### src/rtl/gradient_noise_lattice_core_defines.svh
// Assertion macros shared by the gradient noise lattice RTL.
// Each macro expects clk and rst_n to be visible where it is used.
`ifndef GRADIENT_NOISE_LATTICE_CORE_DEFINES_SVH
`define GRADIENT_NOISE_LATTICE_CORE_DEFINES_SVH

// Same-cycle implication, disabled during reset.
`define GNL_ASSERT_IMPL(lbl, ante, cons, msg) \
  lbl: assert property (@(posedge clk) disable iff (!rst_n) (ante) |-> (cons)) \
    else $error(msg);

// Next-cycle implication, disabled during reset.
`define GNL_ASSERT_NEXT(lbl, ante, cons, msg) \
  lbl: assert property (@(posedge clk) disable iff (!rst_n) (ante) |=> (cons)) \
    else $error(msg);

`endif

### src/rtl/gnl_pkg.sv
// Shared types and constants of the gradient noise lattice block.
// No dependencies.
package gnl_pkg;

  localparam int COORD_W = 28;
  localparam int GRAD_W  = 16;
  localparam int NOISE_W = 16;
  localparam int CELL_W  = 8;
  localparam int IDX_W   = 10;
  localparam int MODE_W  = 3;

  localparam logic [MODE_W-1:0] MODE_EVAL_1D   = 3'd0;
  localparam logic [MODE_W-1:0] MODE_EVAL_2D   = 3'd1;
  localparam logic [MODE_W-1:0] MODE_EVAL_3D   = 3'd2;
  localparam logic [MODE_W-1:0] MODE_LOAD_PERM = 3'd3;
  localparam logic [MODE_W-1:0] MODE_LOAD_GRAD = 3'd4;

  typedef struct packed {
    logic [MODE_W-1:0]        mode;
    logic signed [COORD_W-1:0] cx;
    logic signed [COORD_W-1:0] cy;
    logic signed [COORD_W-1:0] cz;
  } eval_item_t;

  typedef struct packed {
    logic                     perm_we;
    logic                     grad_we;
    logic [IDX_W-1:0]         addr;
    logic [CELL_W-1:0]        perm;
    logic signed [GRAD_W-1:0] g1;
    logic signed [GRAD_W-1:0] gx;
    logic signed [GRAD_W-1:0] gy;
    logic signed [GRAD_W-1:0] gz;
  } tbl_wr_t;

endpackage

### src/rtl/gnl_queue.sv
// Small FIFO of evaluation items between the front and the back end.
// Depends on gnl_pkg and the assertion macro header.
`include "gradient_noise_lattice_core_defines.svh"
module gnl_queue import gnl_pkg::*; #(
  parameter int DEPTH = 4
) (
  input  logic       clk,
  input  logic       rst_n,
  input  logic       push,
  input  eval_item_t push_item,
  output logic       full,
  input  logic       pop,
  output eval_item_t head,
  output logic       head_valid
);

  localparam int PW   = $clog2(DEPTH);
  localparam int CNTW = $clog2(DEPTH + 1);

  eval_item_t      slot_r [DEPTH];
  logic [PW-1:0]   wr_ptr_r, rd_ptr_r;
  logic [CNTW-1:0] cnt_r;

  always_ff @(posedge clk) begin
    if (push) begin
      slot_r[wr_ptr_r] <= push_item;
    end
  end

  always_ff @(posedge clk) begin
    if (!rst_n) begin
      wr_ptr_r <= '0;
      rd_ptr_r <= '0;
      cnt_r    <= '0;
    end else begin
      if (push) begin
        wr_ptr_r <= (wr_ptr_r == PW'(DEPTH - 1)) ? '0 : wr_ptr_r + 1'b1;
      end
      if (pop) begin
        rd_ptr_r <= (rd_ptr_r == PW'(DEPTH - 1)) ? '0 : rd_ptr_r + 1'b1;
      end
      if (push && !pop) begin
        cnt_r <= cnt_r + 1'b1;
      end else if (pop && !push) begin
        cnt_r <= cnt_r - 1'b1;
      end
    end
  end

  assign full       = (cnt_r == CNTW'(DEPTH));
  assign head_valid = (cnt_r != '0);
  assign head       = slot_r[rd_ptr_r];

  `GNL_ASSERT_IMPL(a_cnt_bound, 1'b1, cnt_r <= CNTW'(DEPTH), "queue count exceeds depth")
  `GNL_ASSERT_IMPL(a_pop_nonempty, pop, cnt_r != '0, "pop from empty queue")
  `GNL_ASSERT_NEXT(a_push_count, push && !pop, cnt_r == CNTW'($past(cnt_r) + 1'b1),
                   "push did not raise queue count")

endmodule

### config.mk
export PLATFORM = sky130hd
export DESIGN_NAME = gnl_queue
export DESIGN_NICKNAME = d
export VERILOG_FILES = /design/src/rtl/gnl_pkg.sv /design/src/rtl/gnl_queue.sv
export VERILOG_INCLUDE_DIRS = /design/src /design/src/rtl
export SDC_FILE = /design/constraint.sdc
export NUM_CORES = 1
export LEC_CHECK = 0
export CAP_MARGIN = 20
export CORE_ASPECT_RATIO = 1.2
export CORE_UTILIZATION = 30
export DETAILED_ROUTE_END_ITERATION = 8
export DONT_BUFFER_PORTS = 1
export HOLD_SLACK_MARGIN = 0.02
export PLACE_DENSITY = 0.5
export REMOVE_ABC_BUFFERS = 1
export SKIP_LAST_GASP = 1
export SLEW_MARGIN = 20
export SYNTH_ARGS = -nofsm -noshare
export SYNTH_HDL_FRONTEND = slang
export SYNTH_SLANG_ARGS = --single-unit
### constraint.sdc
create_clock -name clk -period 9.5 [get_ports clk]
set_input_delay 0 -clock clk [delete_from_list [all_inputs] [get_ports clk]]
set_output_delay 0 -clock clk [all_outputs]
set_load 0.02 [all_outputs]
==> insert_results.sql <==
INSERT INTO impl_metrics (metric_group, metric, value, unit) VALUES
('finish', 'layout.core_utilization', '0.367', ''),
('sta', 'report.final.slew_viol_count', '0', ''),
('drt', 'drt_pass_1_iters', '4', ''),
('min_path', 'holdCritStartpoint', 'push_item[16]', ''),
('clocking', 'postCtsSetupRepairBufs', '0', ''),
('finish', 'syn2layout_area_growth', '20.6', '%'),
('worst_setup_path', 'setup_crit_path_kind', 'register to output pin', ''),
('run_status', 'status', 'completed', ''),
('placed_design', 'gp_congestion', '0.708', ''),
('global_route', 'groute.usage.overall', '0.119', ''),
('finish', 'drive_gt1_frac', '0.235', ''),
('yosys', 'yosysSeqAreaShare', '0.817', ''),
('sta', 'worst_max_slew_pin_slew', '908', 'ps'),
('yosys', 'ys_types', '23', ''),
('sta', 'hold_viol', '0', ''),
('sta', 'final_min_period_over_clock_period', '0.310', ''),
('run', 'max_cap_violations', '0', ''),
('finish', 'commonest_cells_after_routing_fill_and_taps_aside', 'sky130_fd_sc_hd__edfxtp_1, sky130_fd_sc_hd__dlygate4sd3_1, sky130_fd_sc_hd__mux4_2, sky130_fd_sc_hd__clkbuf_16, sky130_fd_sc_hd__clkinv_1', ''),
('sta', 'clock-skew-final', '15.9', 'ps'),
('sta', 'maxSlewHeadroom', '0.394', ''),
('clocking', 'worst_path_clk_slew', '60', 'ps'),
('global_route', 'grt_pass1_vias', '6207', ''),
('power', 'leakage', '4.87', 'nW'),
('drt', 'postRouteWirelength', '25900', 'um'),
('placed_design', 'dp.final_hpwl', '14800', 'um'),
('worst_setup_path', 'timing.critical_path.cells', 'buf_6 > mux4_2', ''),
('worst_setup_path', 'worst_path_max_delay_cell', 'sky130_fd_sc_hd__dfxtp_4', ''),
('die', 'dieWidth', '192', 'um'),
('sta', 'final.setup.worst_slack', '6560', 'ps'),
('worst_setup_path', 'cp_data_arrival_time', '2940', 'ps'),
('placed_design', 'dp_slack', '6680', 'ps'),
('yosys', 'synth.top_cell.area_share', '0.803', ''),
('drt', 'detailedRoute.firstIterationViolations', '267', ''),
('worst_setup_path', 'timing.reg2reg.worst_path_depth', '4', ''),
('yosys', 'synthDominantAreaCellType', 'sky130_fd_sc_hd__edfxtp_1', ''),
('power', 'design_power_total', '0.00347', 'W'),
('finish', 'final_common_cell', 'sky130_fd_sc_hd__edfxtp_1', ''),
('global_route', 'first_pass_grt_wire_length', '38100', 'um'),
('power', 'power_density', '221', 'nW/um^2'),
('yosys', 'netlist_area', '13000', 'um^2'),
('die', 'die-area', '44200', 'um^2'),
('worst_setup_path', 'worstPathRequired', '9500', 'ps'),
('drt', 'antenna_left', '0', ''),
('power', 'power.ir.vdd_worst', '151', 'uV'),
('placed_design', 'port-buffer-count', '0', ''),
('drt', 'post_dr_wirelength_cell', '21.6', 'um'),
('finish', 'nFillCells', '3891', ''),
('yosys', 'post_synth_inst_count', '499', ''),
('yosys', 'ys.warnings.count', '0', ''),
('sta', 'final.min_clock_period', '2940', 'ps'),
('worst_setup_path', 'worstSetupStartpointType', 'register', ''),
('sta', 'setup_viol_count_final', '0', ''),
('drt', 'route.detailed.vias_per_inst', '4.57', ''),
('worst_setup_path', 'worstReg2RegEnd', 'slot_r[2][82]', ''),
('drt', 'dr_total_vias', '5470', ''),
('clocking', 'h-tree-depth', '2', ''),
('sta', 'fmaxAchievable', '0.340', 'GHz'),
('sta', 'fin_setup_tns', '0', 'ps'),
('worst_setup_path', 'r2r-start', 'wr_ptr_r[0]', ''),
('clocking', 'cts-resized-gates', '0', ''),
('clocking', 'tritoncts_clock_tree', 'built', ''),
('clocking', 'insertion_delay', '540', 'ps'),
('min_path', 'timing.hold.worst.class', 'input pin to register', ''),
('die', 'io-pin-count', '180', ''),
('die', 'floorplan.initialDensity', '0.304', ''),
('worst_setup_path', 'path_buf_inv', '1', ''),
('min_path', 'hold_path_end', 'slot_r[2][16]', ''),
('clocking', 'cts_max_path_buffers', '3', ''),
('clocking', 'cts_root_buf', 'sky130_fd_sc_hd__clkbuf_16', ''),
('min_path', 'worst_hold_path.num_cells', '1', ''),
('yosys', 'postSynthAreaPerCell', '26.1', 'um^2');
cells in the mapped netlist:
cell	n
sky130_fd_sc_hd__a21boi_0	1
sky130_fd_sc_hd__and2_1	5
sky130_fd_sc_hd__buf_12	1
sky130_fd_sc_hd__buf_2	10
sky130_fd_sc_hd__buf_6	1
sky130_fd_sc_hd__buf_8	3
sky130_fd_sc_hd__clkbuf_1	5
sky130_fd_sc_hd__dfxtp_1	9
sky130_fd_sc_hd__edfxtp_1	348
sky130_fd_sc_hd__fa_1	1
sky130_fd_sc_hd__ha_1	6
sky130_fd_sc_hd__inv_1	4
sky130_fd_sc_hd__mux2i_1	4
sky130_fd_sc_hd__mux4_2	87
sky130_fd_sc_hd__nor2_1	1
sky130_fd_sc_hd__nor2b_1	5
sky130_fd_sc_hd__nor3_1	1
sky130_fd_sc_hd__nor3b_1	1
sky130_fd_sc_hd__o21a_1	1
sky130_fd_sc_hd__o21ai_0	1
sky130_fd_sc_hd__or3_1	2
sky130_fd_sc_hd__xnor2_1	1
sky130_fd_sc_hd__xor2_1	1
how the worst max path moves through the flow:
stage	cells past startpoint	from	to	slack, ps
floorplan	1	register	head[0]	5130
global placement	2	register	head[21]	6790
detailed placement	2	register	head[36]	6680
CTS	2	register	head[36]	6130
global route	2	register	head[63]	6260
finish	2	register	head[36]	6560
through the flow:
step                instance area [um^2]  instances  hold WS, ps
floorplan                          12900        479         98.9
global placement                   13600       1037         99.0
detailed placement                 13600       1037         99.0
CTS                                15700       1194          117
global route                       15700       1196          144
finish                             15700       1196          169
logic make-up (layout without fill, tap and decap cells):
| family | count (synthesis) | count (layout) | share of synthesized area |
|---|---|---|---|
| compound gates | 3 | 3 | 0.00154 |
| xor+xnor | 2 | 2 | 0.00135 |
| fa+ha+maj | 7 | 7 | 0.00731 |
| buf+inv | 24 | 168 | 0.0123 |
| flops | 357 | 357 | 0.817 |
| mux | 91 | 91 | 0.154 |
| other cells | 0 | 1 | 0 |
| simple gates | 15 | 15 | 0.00702 |
routing by layer:
layer	track usage	up-vias	share of wire
met3	0.0369	55	0.059
met4	0.0416	6	0.027
met2	0.215	147	0.53
li1	-	2378	-
met1	0.131	2884	0.38
met5	0	-	0.0012
power by group:
part           total, W  leakage (nW)  switching, W  internal [W]
clock           0.00135         0.550      0.000575      0.000772
combinational  0.000292          1.04      0.000181      0.000111
sequential      0.00184          3.27     0.0000309       0.00180
flip-flops by register name (all words and copies together) (netlist names), named ones only:
| register | flops |
|---|---|
| rd_ptr_r | 2 |
| wr_ptr_r | 2 |
| cnt_r | 3 |
| slot_r | 348 |
area by class of cell:
cell class,instances,area (um^2),area share
clock buffers,44,952,0.0607
clock inverters,22,168,0.0107
repair buffers,98,995,0.0634
inverters,4,15.0,0.000957
diodes,1,2.50,0.000159
well taps,552,691,0.0440
flip-flops and latches,357,10600,0.678
multi-input cells,118,2230,0.142
worst register-to-register path, delay by kind of cell (launching register included):
family	cells	cell delay (ps)
flip-flops	1	350
adder cells (fa/ha/maj)	1	140
AND/OR/NAND/NOR	1	520
buffers and inverters	2	900
No activity file was read; power rests on OpenSTA's default activity.
