[src/rtl/gradient_noise_lattice_core_defines.svh]
// Assertion macros shared by the gradient noise lattice RTL.
// Each macro expects clk and rst_n to be visible where it is used.
`ifndef GRADIENT_NOISE_LATTICE_CORE_DEFINES_SVH
`define GRADIENT_NOISE_LATTICE_CORE_DEFINES_SVH

// Same-cycle implication, disabled during reset.
`define GNL_ASSERT_IMPL(lbl, ante, cons, msg) \
  lbl: assert property (@(posedge clk) disable iff (!rst_n) (ante) |-> (cons)) \
    else $error(msg);

// Next-cycle implication, disabled during reset.
`define GNL_ASSERT_NEXT(lbl, ante, cons, msg) \
  lbl: assert property (@(posedge clk) disable iff (!rst_n) (ante) |=> (cons)) \
    else $error(msg);

`endif

[src/rtl/gnl_pkg.sv]
// Shared types and constants of the gradient noise lattice block.
// No dependencies.
package gnl_pkg;

  localparam int COORD_W = 28;
  localparam int GRAD_W  = 16;
  localparam int NOISE_W = 16;
  localparam int CELL_W  = 8;
  localparam int IDX_W   = 10;
  localparam int MODE_W  = 3;

  localparam logic [MODE_W-1:0] MODE_EVAL_1D   = 3'd0;
  localparam logic [MODE_W-1:0] MODE_EVAL_2D   = 3'd1;
  localparam logic [MODE_W-1:0] MODE_EVAL_3D   = 3'd2;
  localparam logic [MODE_W-1:0] MODE_LOAD_PERM = 3'd3;
  localparam logic [MODE_W-1:0] MODE_LOAD_GRAD = 3'd4;

  typedef struct packed {
    logic [MODE_W-1:0]        mode;
    logic signed [COORD_W-1:0] cx;
    logic signed [COORD_W-1:0] cy;
    logic signed [COORD_W-1:0] cz;
  } eval_item_t;

  typedef struct packed {
    logic                     perm_we;
    logic                     grad_we;
    logic [IDX_W-1:0]         addr;
    logic [CELL_W-1:0]        perm;
    logic signed [GRAD_W-1:0] g1;
    logic signed [GRAD_W-1:0] gx;
    logic signed [GRAD_W-1:0] gy;
    logic signed [GRAD_W-1:0] gz;
  } tbl_wr_t;

endpackage

[src/rtl/gnl_if.sv]
// Channel interfaces of the gradient noise lattice block.
// Depends on nothing; widths match gnl_pkg.
interface gnl_in_if;
  logic               valid;
  logic               ready;
  logic [2:0]         mode;
  logic [9:0]         table_index;
  logic [7:0]         perm_value;
  logic signed [15:0] grad_one;
  logic signed [15:0] grad_x;
  logic signed [15:0] grad_y;
  logic signed [15:0] grad_z;
  logic signed [27:0] coord_x;
  logic signed [27:0] coord_y;
  logic signed [27:0] coord_z;
  modport source(output valid, mode, table_index, perm_value, grad_one, grad_x, grad_y,
                 grad_z, coord_x, coord_y, coord_z, input ready);
  modport sink(input valid, mode, table_index, perm_value, grad_one, grad_x, grad_y,
               grad_z, coord_x, coord_y, coord_z, output ready);
endinterface


interface gnl_cfg_if;
  logic       valid;
  logic       ready;
  logic [7:0] data;
  modport source(output valid, data, input ready);
  modport sink(input valid, data, output ready);
endinterface

[src/rtl/gnl_front.sv]
// Front end: accepts input beats, classifies them, issues table writes and
// queues evaluations. Holds the lattice mask register. Depends on gnl_pkg, gnl_if.
module gnl_front import gnl_pkg::*; #(
  parameter int TABLE_DEPTH = 514
) (
  input  logic        clk,
  input  logic        rst_n,
  gnl_in_if.sink      in_bus,
  gnl_cfg_if.sink     cfg_bus,
  input  logic        q_full,
  input  logic        busy,
  output logic        push,
  output eval_item_t  push_item,
  output tbl_wr_t     tbl_wr,
  output logic [7:0]  lattice_mask
);

  logic [7:0] mask_r;
  logic       is_eval, is_load, in_ready, idx_ok, take;

  always_ff @(posedge clk) begin
    if (!rst_n) begin
      mask_r <= 8'hFF;
    end else if (cfg_bus.valid) begin
      mask_r <= cfg_bus.data;
    end
  end

  assign cfg_bus.ready = 1'b1;
  assign lattice_mask  = mask_r;

  always_comb begin
    is_eval = 1'b0;
    is_load = 1'b0;
    unique case (in_bus.mode) inside
      MODE_EVAL_1D, MODE_EVAL_2D, MODE_EVAL_3D: is_eval = 1'b1;
      MODE_LOAD_PERM, MODE_LOAD_GRAD:           is_load = 1'b1;
      default: ;
    endcase
  end

  assign in_ready     = is_eval ? !q_full : (is_load ? !busy : 1'b1);
  assign in_bus.ready = in_ready;
  assign take         = in_bus.valid && in_ready;
  assign idx_ok       = (32'(in_bus.table_index) < 32'(TABLE_DEPTH));

  assign push           = take && is_eval;
  assign push_item.mode = in_bus.mode;
  assign push_item.cx   = in_bus.coord_x;
  assign push_item.cy   = in_bus.coord_y;
  assign push_item.cz   = in_bus.coord_z;

  assign tbl_wr.perm_we = take && idx_ok && (in_bus.mode == MODE_LOAD_PERM);
  assign tbl_wr.grad_we = take && idx_ok && (in_bus.mode == MODE_LOAD_GRAD);
  assign tbl_wr.addr    = in_bus.table_index;
  assign tbl_wr.perm    = in_bus.perm_value;
  assign tbl_wr.g1      = in_bus.grad_one;
  assign tbl_wr.gx      = in_bus.grad_x;
  assign tbl_wr.gy      = in_bus.grad_y;
  assign tbl_wr.gz      = in_bus.grad_z;

endmodule

[src/flat_wrapper.sv]
// flat-port wrapper written by rule: the top's interface ports become plain ports
module gnl_front_flat import gnl_pkg::*;
#(
  parameter int TABLE_DEPTH = 514
)
  (clk, rst_n, q_full, busy, push, push_item, tbl_wr, lattice_mask, in_bus_valid, in_bus_mode, in_bus_table_index, in_bus_perm_value, in_bus_grad_one, in_bus_grad_x, in_bus_grad_y, in_bus_grad_z, in_bus_coord_x, in_bus_coord_y, in_bus_coord_z, in_bus_ready, cfg_bus_valid, cfg_bus_data, cfg_bus_ready);
  gnl_in_if in_bus_i ();
  gnl_cfg_if cfg_bus_i ();
  input  logic clk;
  input  logic rst_n;
  input  logic q_full;
  input  logic busy;
  output logic push;
  output eval_item_t push_item;
  output tbl_wr_t tbl_wr;
  output logic [7:0] lattice_mask;
  input wire logic [$bits(in_bus_i.valid)-1:0] in_bus_valid;
  input wire logic [$bits(in_bus_i.mode)-1:0] in_bus_mode;
  input wire logic [$bits(in_bus_i.table_index)-1:0] in_bus_table_index;
  input wire logic [$bits(in_bus_i.perm_value)-1:0] in_bus_perm_value;
  input wire logic [$bits(in_bus_i.grad_one)-1:0] in_bus_grad_one;
  input wire logic [$bits(in_bus_i.grad_x)-1:0] in_bus_grad_x;
  input wire logic [$bits(in_bus_i.grad_y)-1:0] in_bus_grad_y;
  input wire logic [$bits(in_bus_i.grad_z)-1:0] in_bus_grad_z;
  input wire logic [$bits(in_bus_i.coord_x)-1:0] in_bus_coord_x;
  input wire logic [$bits(in_bus_i.coord_y)-1:0] in_bus_coord_y;
  input wire logic [$bits(in_bus_i.coord_z)-1:0] in_bus_coord_z;
  output wire logic [$bits(in_bus_i.ready)-1:0] in_bus_ready;
  input wire logic [$bits(cfg_bus_i.valid)-1:0] cfg_bus_valid;
  input wire logic [$bits(cfg_bus_i.data)-1:0] cfg_bus_data;
  output wire logic [$bits(cfg_bus_i.ready)-1:0] cfg_bus_ready;
  assign in_bus_i.valid = in_bus_valid;
  assign in_bus_i.mode = in_bus_mode;
  assign in_bus_i.table_index = in_bus_table_index;
  assign in_bus_i.perm_value = in_bus_perm_value;
  assign in_bus_i.grad_one = in_bus_grad_one;
  assign in_bus_i.grad_x = in_bus_grad_x;
  assign in_bus_i.grad_y = in_bus_grad_y;
  assign in_bus_i.grad_z = in_bus_grad_z;
  assign in_bus_i.coord_x = in_bus_coord_x;
  assign in_bus_i.coord_y = in_bus_coord_y;
  assign in_bus_i.coord_z = in_bus_coord_z;
  assign in_bus_ready = in_bus_i.ready;
  assign cfg_bus_i.valid = cfg_bus_valid;
  assign cfg_bus_i.data = cfg_bus_data;
  assign cfg_bus_ready = cfg_bus_i.ready;
  gnl_front #(.TABLE_DEPTH(TABLE_DEPTH)) u_core (.clk(clk), .rst_n(rst_n), .in_bus(in_bus_i), .cfg_bus(cfg_bus_i), .q_full(q_full), .busy(busy), .push(push), .push_item(push_item), .tbl_wr(tbl_wr), .lattice_mask(lattice_mask));
endmodule
[config.mk]
export PLATFORM = sky130hd
export DESIGN_NAME = gnl_front_flat
export DESIGN_NICKNAME = d
export VERILOG_FILES = /design/src/rtl/gradient_noise_lattice_core_defines.svh /design/src/rtl/gnl_pkg.sv /design/src/rtl/gnl_if.sv /design/src/rtl/gnl_front.sv /design/src/flat_wrapper.sv
export SDC_FILE = /design/constraint.sdc
export NUM_CORES = 1
export LEC_CHECK = 0
export ABC_CLOCK_PERIOD_IN_PS = 1400
export BUFFER_PORTS_ARGS = -buffer_cell sky130_fd_sc_hd__clkbuf_2
export CAP_MARGIN = 20
export CORE_AREA = 5 5 141 143
export CTS_CLUSTER_SIZE = 25
export DETAILED_ROUTE_END_ITERATION = 10
export DIE_AREA = 0 0 146 148
export HOLD_SLACK_MARGIN = 0.02
export PLACE_DENSITY = 0.38
export SYNTH_ARGS = -nofsm -noshare
export SYNTH_HDL_FRONTEND = slang
export SYNTH_SLANG_ARGS = --single-unit
[constraint.sdc]
create_clock -name clk -period 1.4 [get_ports clk]
set_clock_uncertainty 0.2 [all_clocks]
set_input_delay 0.28 -clock clk [delete_from_list [all_inputs] [get_ports clk]]
set_output_delay 0.28 -clock clk [all_outputs]
set_load 0.01 [all_outputs]
==> out/summary.txt <==
========================================================================================
Syn. warnings                                                                          0
FFs w/ async S/R, synth                                                               0%
Clk pin slew, worst setup/hold paths                                             0.04 ns
Synthesized instance count                                                           214
Time the worst path needs with I/O delays and setup                             1.661 ns
Via count of the first global-routing pass                                           860
Sequential Power Share                                                             27.0%
Portion of the clock cycle consumed by the worst path in the final layout         118.6%
Cell area after placement                                                    957.2 sq um
Post-layout nets                                                                     282
Number of placement rows                                                              50
Remaining design rule violation count                                                  0
DRT antenna net count                                                                  0
Crit path kind                                                              primary input to output pin
Total number of clock tree sinks                                                       8
Initial core utilization                                                          9.078%
Comb power frac                                                                    20.9%
Power per cell area                                                         814.7 mW/mm^2
H-tree depth reported by CTS                                                           1
Required time at the endpoint of the critical path                               0.92 ns
Number of antenna violations at the first check in global routing                      0
Number of synthesized flops with an enable pin                                         0
Power spent charging and discharging nets                                       218.0 uW
CP startpoint kind                                                          primary input
TritonCTS Buffers                                                                      3
Post-Syn Area                                                               0.001675 sq mm
VDD IR-drop max                                                                 698.3 uV
Kind of end point of the critical path                                        output pin
Worst path setup slack after routing                                          -0.2609 ns
Unrepaired setup endpoints after global routing                                     true
Clk Latency, worst-skew pair                                                     0.23 ns
Core region area                                                            0.01846 sq mm
# setup viols final                                                                    3
Routed wire length per instance                                                 11.98 um
Leakage                                                                     0.0004475 uW
Overall routing resource usage                                                    3.250%
Fraction of layout instances using a drive strength above 1                       70.10%
Detailed Route WL                                                               3.965 mm
Clk buf depth                                                                          2
Fillcell total                                                                      2171
Layout overhead on the synthesized area                                          -32.19%
Number of flip-flops under the largest register name                                   8
Total iterations of the first detailed-routing run                                     3
Final estimated routing congestion in global placement                            0.6552
Count of boundary I/O pins                                                           365
Maximum clock rate                                                             602.1 MHz
Count of input and output buffers                                                     49
Worst slack on hold paths                                                     0.06609 ns
Clock share of power                                                               52.1%
Number of pins with negative max-slew slack in the final report                        0
Largest area contributor in the netlist                                     sky130_fd_sc_hd__buf_4
Result of the run                                                           finished with violations
Internal power                                                                  707.5 uW
Post-synthesis sequential area ratio                                              9.559%
Top flip-flop cell by instance count after synthesis                        sky130_fd_sc_hd__dfxtp_1
Max_cap viols                                                                          0
Top cells by area, synth                                                    sky130_fd_sc_hd__buf_4 (76%), sky130_fd_sc_hd__dfxtp_1 (9.6%), sky130_fd_sc_hd__mux2i_1 (4.8%)
Chip width                                                                        146 um
Height of the die                                                                 148 um
Count of different cell masters after synthesis                                       16
Most instantiated library cell after synthesis                              sky130_fd_sc_hd__buf_4
Switch share                                                                      23.56%
First DRT Iteration DRCs                                                              15
Number of antenna diodes                                                               0
Arrival time of the worst setup path                                             1.18 ns
TritonCTS clock tree                                                                done
Avg Inst Size Synth                                                          7.829 sq um
Post-detailed-route via-to-cell ratio                                              2.341
Worst min path class                                                        primary input to register
Floorplan die area                                                          0.02161 sq mm
Fraction of post-synthesis cell area in the top cell type by area                 76.18%
Number of endpoints with negative hold slack in the final report                       0
Ranking of synthesized cells by instance count                              sky130_fd_sc_hd__buf_4 (170), sky130_fd_sc_hd__nand2_1 (9), sky130_fd_sc_hd__dfxtp_1 (8), sky130_fd_sc_hd__mux2i_1 (8)
Post-route cell area                                                        0.001136 sq mm
Post-DP HPWL                                                                    3.452 mm
Post-synthesis sequential element count                                                8
Failing checks                                                              negative setup slack
Clock tree root driver cell                                                 sky130_fd_sc_hd__clkbuf_16
First-pass GRT wire length                                                      5.223 mm
Maximum number of pins on one net before global-route repair                           9
Total global routing overflow                                                          0
Nets in the synthesized netlist                                                      397
Total vias in the final route                                                        775
Largest fanout on the critical path                                                    2
========================================================================================
-- final cells by class --
class                           instances  area (sq um)  area share (%)
Clock buffer                            3         75.07           6.608
Sequential cell                         8         160.2           14.10
Tap cell                              234         292.8           25.77
Multi-Input combinational cell         34         307.8           27.09
Timing Repair Buffer                   52         300.3           26.43
-- critical path, cell delays in order --
cell,delay (ns)
sky130_fd_sc_hd__buf_2,0.12
sky130_fd_sc_hd__nor4_4,0.27
sky130_fd_sc_hd__a21boi_2,0.11
sky130_fd_sc_hd__nor4_2,0.22
sky130_fd_sc_hd__buf_2,0.17
-- cell families after synthesis --
| logic type | synth area share [%] |
|---|---|
| other cells | 0.2238 |
| mux | 4.780 |
| flops | 9.559 |
| buf+inv | 76.70 |
| compound gates | 1.046 |
| simple gates | 7.693 |
-- power by group through the flow --
stage	registers, uW	clock network (uW)	logic, uW
after floorplan	260	0	547
after global placement	253	0	162
after detailed placement	253	0	166
after CTS	250	492	184
after global routing	252	504	213
final	250	482	193
-- final timing paths --
| kind | startpoint | to | slack [ns] | depth (start not counted) |
|---|---|---|---|---|
| hold reg to reg | u_core.lattice_mask[6]$_SDFFE_PN1P_ | u_core.lattice_mask[6]$_SDFFE_PN1P_ | 0.27 | 2 |
| setup reg to reg | u_core.lattice_mask[4]$_SDFFE_PN1P_ | u_core.lattice_mask[4]$_SDFFE_PN1P_ | 0.60 | 2 |
| hold / removal | cfg_bus_data[1] | u_core.lattice_mask[1]$_SDFFE_PN1P_ | 0.07 | 3 |
| setup / recovery | in_bus_table_index[1] | tbl_wr[82] | -0.26 | 5 |
-- layout by cell type, fill, tap and decap left out, types with 3 or more instances in the layout --
| cell type | count |
|---|---|
| sky130_fd_sc_hd__buf_2 | 5 |
| sky130_fd_sc_hd__dfxtp_1 | 8 |
| sky130_fd_sc_hd__buf_4 | 3 |
| sky130_fd_sc_hd__nand2_1 | 9 |
| sky130_fd_sc_hd__clkbuf_2 | 40 |
| sky130_fd_sc_hd__nand2b_4 | 3 |
| sky130_fd_sc_hd__clkbuf_16 | 3 |
| sky130_fd_sc_hd__mux2i_1 | 8 |
-- what timing repair did --
item	in CTS	in global routing
resized for setup	10	17
buffers inserted	0	0
pin swaps	2	6
cloned	0	0
hold buffers	0	0
endpoints found under the setup margin	4	4
-- stage by stage --
stage | setup slack [ns] | instances | util (%) | setup TNS, ns | power, uW
floorplan | 0.03650 | 214 | - | 0 | 806.7
global placement | -0.3065 | 328 | 5.186 | -0.6994 | 415.1
detailed placement | -0.3072 | 328 | 5.186 | -0.7240 | 419.1
CTS | -0.2632 | 331 | 5.919 | -0.5351 | 925.6
global route | -0.2956 | 331 | 6.156 | -0.6498 | 969.3
finish | -0.2609 | 331 | 6.156 | -0.4976 | 925.5
-- per-layer routing --
layer,global-route usage [%],vias to the layer above,share of wire (%)
met4,5.503,0,16
met3,1.931,84,20
met2,5.908,129,48
li1,-,259,-
met1,1.312,303,16
met5,0,-,0
Note: power is estimated with default switching activity, not from simulation.
